<file path="src/sv/wmfa_pkg.sv">
// Shared types, constants and a helper function of the wide-mantissa float ALU.
package wmfa_pkg;

	localparam int EXP_W        = 16;
	localparam int MANT_W       = 64;
	localparam int OP_W         = 4;
	localparam int ST_W         = 2;
	localparam int QUO_W        = 2 * MANT_W;
	localparam int DIV_STEPS    = QUO_W;
	localparam int LZ_W         = $clog2(MANT_W + 1);
	localparam int SH_W         = $clog2(MANT_W);
	localparam int QLZ_W        = $clog2(QUO_W + 1);
	localparam int FRONT_STAGES = 5;
	localparam int TAIL_DLY     = DIV_STEPS + 1 - FRONT_STAGES;

	localparam logic [OP_W-1:0] OP_ADD   = OP_W'(0);
	localparam logic [OP_W-1:0] OP_SUB   = OP_W'(1);
	localparam logic [OP_W-1:0] OP_MUL   = OP_W'(2);
	localparam logic [OP_W-1:0] OP_DIV   = OP_W'(3);
	localparam logic [OP_W-1:0] OP_LT    = OP_W'(4);
	localparam logic [OP_W-1:0] OP_LE    = OP_W'(5);
	localparam logic [OP_W-1:0] OP_GT    = OP_W'(6);
	localparam logic [OP_W-1:0] OP_GE    = OP_W'(7);
	localparam logic [OP_W-1:0] OP_TRUNC = OP_W'(8);

	localparam logic [ST_W-1:0] ST_NORMAL = ST_W'(0);
	localparam logic [ST_W-1:0] ST_INF    = ST_W'(1);
	localparam logic [ST_W-1:0] ST_NAN    = ST_W'(2);

	typedef struct packed {
		logic [OP_W-1:0]          opcode;
		logic signed [EXP_W-1:0]  a_exponent;
		logic signed [MANT_W-1:0] a_mantissa;
		logic signed [EXP_W-1:0]  b_exponent;
		logic signed [MANT_W-1:0] b_mantissa;
	} in_beat_t;

	typedef struct packed {
		logic signed [EXP_W-1:0]  r_exponent;
		logic signed [MANT_W-1:0] r_mantissa;
		logic                     compare_true;
		logic [ST_W-1:0]          status;
		logic                     special_sign;
	} out_beat_t;

	typedef struct packed {
		logic [MANT_W-1:0] rem;
		logic [MANT_W-1:0] dvs;
		logic [QUO_W-1:0]  qd;
	} div_t;

	typedef struct packed {
		logic             use_div;
		logic             div_neg;
		logic [EXP_W-1:0] div_exp;
		out_beat_t        res;
	} tail_t;

	function automatic logic [LZ_W-1:0] clz_mant(input logic [MANT_W-1:0] x);
		logic [LZ_W-1:0] n;
		n = LZ_W'(MANT_W);
		for (int i = 0; i < MANT_W; i++) begin
			if (x[i]) begin
				n = LZ_W'(MANT_W - 1 - i);
			end
		end
		return n;
	endfunction

endpackage

</file>
<file path="src/sv/wmfa_div_step.sv">
// One registered restoring-division step: one quotient bit per stage.
module wmfa_div_step (
	input  logic           clk,
	input  logic           en,
	input  wmfa_pkg::div_t stin,
	output wmfa_pkg::div_t stout
);
	localparam int MW = wmfa_pkg::MANT_W;
	localparam int QW = wmfa_pkg::QUO_W;

	logic [MW:0]   r2;
	logic [MW:0]   diff;
	logic          ge;
	wmfa_pkg::div_t nxt;
	wmfa_pkg::div_t st_q;

	always_comb begin
		r2        = {stin.rem, stin.qd[QW-1]};
		diff      = r2 - {1'b0, stin.dvs};
		ge        = r2 >= {1'b0, stin.dvs};
		nxt.dvs   = stin.dvs;
		nxt.rem   = ge ? diff[MW-1:0] : r2[MW-1:0];
		nxt.qd    = {stin.qd[QW-2:0], ge};
	end

	always_ff @(posedge clk) begin
		if (en) begin
			st_q <= nxt;
		end
	end

	assign stout = st_q;

endmodule

</file>
<file path="config.mk">
export PLATFORM = sky130hd
export DESIGN_NAME = wmfa_div_step
export DESIGN_NICKNAME = d
export VERILOG_FILES = /design/src/sv/wmfa_pkg.sv /design/src/sv/wmfa_div_step.sv
export SDC_FILE = /design/constraint.sdc
export NUM_CORES = 1
export LEC_CHECK = 0
export BUFFER_PORTS_ARGS = -buffer_cell sky130_fd_sc_hd__buf_2
export CORE_AREA = 2 2 199 201
export CTS_BUF_LIST = sky130_fd_sc_hd__clkbuf_4 sky130_fd_sc_hd__clkbuf_8 sky130_fd_sc_hd__clkbuf_16
export CTS_CLUSTER_DIAMETER = 40
export DETAILED_ROUTE_END_ITERATION = 16
export DIE_AREA = 0 0 201 203
export PLACE_DENSITY = 0.66
export SYNTH_ARGS = -nofsm -noshare
export SYNTH_HDL_FRONTEND = slang
export SYNTH_SLANG_ARGS = --single-unit
</file>
<file path="constraint.sdc">
create_clock -name clk -period 2.87 [get_ports clk]
set_clock_uncertainty 0.05 [all_clocks]
set_input_delay 0.1435 -clock clk [delete_from_list [all_inputs] [get_ports clk]]
set_output_delay 0.1435 -clock clk [all_outputs]
set_load 0.005 [all_outputs]
</file>
==> qor.txt <==
ys flop type = edfxtp_1
Via density = 4.77
largest family of logic cells by synthesized area = compound AO/OA/AOI/OAI gates
final setup vio count = 0
YS warnings = 0
pin count of the biggest net entering global routing = 74
number of CTS-inserted buffers = 43
proportion of synthesized area in mux cells = 0.0182
pwr/cell area = 584 mW/mm²
Final Max Slew Viols = 0
port bufs = 513
Cell variety after synth = 64
critical path capture point type = flip-flop
initial antenna violation count = 9
die area = 0.0408 mm²
vias = 12200
syn avg cell area = 12.2 µm²
fin nets = 2323
min-delay worst type = in2reg
Cell Area, Synth = 0.0126 mm²
CTS Root Buffer Type = clkbuf_16
first-pass GRT wire length = 75.0 mm
Hold Crit Depth = 1
core area = 0.0385 mm²
Final Critical Period = 2.81 ns
gr usage total = 0.242
#FFs+latches synth = 256
DR DRC count = 0
Post-Synth Simple-Gate Area = 0.0854
number of top-level pins = 514
row cnt = 72
fin util = 0.560
max cap viols = 0
status = finished, final reports clean
Synth Area in XOR/XNOR = 0.0426
chip width = 201 µm
area delta synth->final = 71.5%
worst slew pin tran = 0.623 ns
per-cell routed wire length = 20.2 µm
Die Y-Extent = 203 µm
VDD IR-drop max = 704 µV
max FFs per register = 256
asr flop ratio synth = 0
Placed Cells = 2209
P_leak = 0.00962 µW
Tcrit/Tclk final = 0.980
vias in the first global route = 12700
Compound-Gate Fraction of Synth Area = 0.135
CP startpoint kind = primary input
Post-synth EDFFs = 256
placed wire-length estimate = 36.7 mm
initial drt markers = 686
Pre-antenna DRT Iters = 5
TritonCTS clock tree = yes
Crit path required time = 3.13 ns
Worst Path Arrival = 3.07 ns
Max FO, Critical Path = 6
H-tree depth = 2
Initial Utilization = 0.326
placed instance area = 0.0171 mm²
global placer's final weighted congestion = 0.897
crit path kind = in2reg
Non-Filler Instances = 2560
clock tree buffer depth = 3
setup_tns = 0 ns
Detail Route Antenna Nets = 0
final hold violation count = 0
Clock Sinks = 256
Net Count, Synth = 1348
GR Overflow Total = 0
Power Total = 12600 µW
adder-cell area share of the yosys netlist = 0.0654
Max Fclk = 356 MHz
Slew headroom = 0.580
clock slew at reported path FFs = 0.05 ns
post-layout instance area = 0.0215 mm²
Post-Syn Instances = 1025
Post-Route WL = 51.6 mm
sequential share of the synthesized area = 0.612
share of layout cells above drive strength 1 = 0.422
==> cells by family (layout without fill, tap and decap cells) <==
group                      count (synthesis)  after routing
DFF                                      256            256
adders and majority gates                 65             65
and+or+nand+nor                          231            231
AOI/OAI and AO/OA                        267            267
other                                      0              9
buffers and inverters                    125           1133
xor gates and xnor gates                  61             61
muxes                                     20             20
==> critical path, cell delays in order <==
cell and delay (ns):
dlygate4sd3_1 0.54, buf_2 0.15, ha_1 0.31, nand4_1 0.21, nor4_2 0.33, buf_4 0.17
nand4_1 0.13, nand2_2 0.11, o21ba_4 0.16, a21oi_4 0.14, buf_12 0.17, clkbuf_16 0.16
mux2_2 0.33
==> worst paths after layout <==
check / end / startpoint
setup / recovery: stout[200]$_DFFE_PP_ / stin[244]
hold / removal: stout[127]$_DFFE_PP_ / en
==> metal layers <==
metal / GRT usage / wire length (µm)
met5: 0 / 60
met2: 0.416 / 25800
met1: 0.271 / 19300
met4: 0.152 / 3050
met3: 0.0555 / 3380
==> cell type report <==
| class | instances | area, µm² |
|---|---|---|
| Clock inverter | 31 | 278 |
| Tap cell | 518 | 648 |
| Inverter | 81 | 304 |
| Timing Repair Buffer | 974 | 6870 |
| Fill cell | 3195 | 16900 |
| Clock buffer | 47 | 1120 |
| Multi-Input combinational cell | 644 | 4600 |
| Antenna cell | 9 | 22.5 |
| Sequential cell | 256 | 7690 |
==> power breakdown <==
part | internal (µW) | switching (µW) | total [µW]
sequential | 4590 | 114 | 4700
combinational | 1460 | 1400 | 2860
clock | 3050 | 1950 | 5010
total | 9100 | 3470 | 12600
==> per-stage QoR <==
| step | hold WS, ns | worst slack [ns] |
|---|---|---|
| 2_1_floorplan | 0.192 | 0.00752 |
| 3_3_place_gp | 0.270 | -0.539 |
| 3_5_place_dp | 0.272 | -0.610 |
| 4_1_cts | 0.0188 | 0.0222 |
| 5_1_grt | 0.0478 | -0.0220 |
| 6_report | 0.0449 | 0.0574 |
==> cells in the mapped netlist, types with 2 or more instances <==
master	number	area [µm²]
edfxtp_1	256	7690
xor2_1	25	219
ha_1	64	801
inv_1	81	304
a21o_1	33	248
a211oi_1	4	30.0
mux2_2	19	214
a21oi_1	122	611
buf_6	2	22.5
or3_1	6	37.5
nor2b_1	7	43.8
nand2b_1	6	37.5
nor4_1	8	50.1
nor3_1	9	45.0
xnor2_1	36	315
a221oi_1	3	26.3
o311ai_1	2	17.5
buf_2	13	65.1
o221ai_1	5	43.8
nor2_1	83	312
buf_4	4	30.0
a21boi_0	2	15.0
a22oi_1	2	15.0
o21ba_2	2	20.0
o2111ai_1	2	17.5
a31oi_1	4	25.0
o21ai_1	3	15.0
o21a_1	3	22.5
clkbuf_1	23	86.3
o31ai_1	4	30.0
a21oi_2	4	35.0
nand4_1	27	169
and3_1	5	31.3
or2_2	3	18.8
a221o_1	2	20.0
o21bai_1	11	82.6
o21ai_0	38	190
nand2_1	56	210
o211ai_1	4	30.0
o22ai_1	3	18.8
and2_1	2	12.5
nand3_1	15	75.1
==> repair_timing <==
item / CTS / global route
hold buffers: 255 / 2
pin swaps: 0 / 17
buffers inserted: 0 / 10
hold endpoints to repair: 255 / 2
gates cloned: 0 / 4
resized for setup: 1 / 50
setup endpoints to repair: 17 / 55
==> cell usage in the layout, fill, tap and decap left out, types with 4 or more instances in the layout <==
master	netlist	routed
a21o_1	33	33
a21oi_1	122	118
a21oi_2	4	8
a31oi_1	4	4
and3_1	5	4
buf_12	0	7
buf_2	13	505
buf_4	4	193
buf_6	2	8
clkbuf_16	0	47
clkinv_1	0	7
clkinv_4	0	6
clkinvlp_4	0	4
diode_2	0	9
dlygate4sd3_1	0	255
edfxtp_1	256	256
ha_1	64	54
ha_4	0	10
inv_1	81	79
inv_6	0	5
mux2_2	19	19
nand2_1	56	55
nand2b_1	6	6
nand3_1	15	15
nand4_1	27	27
nor2_1	83	82
nor2b_1	7	7
nor3_1	9	8
nor4_1	8	5
o211ai_1	4	4
o21ai_0	38	36
o21bai_1	11	11
o221ai_1	5	5
or3_1	6	6
xnor2_1	36	36
xor2_1	25	25
Note: power is estimated with default switching activity, not from simulation.
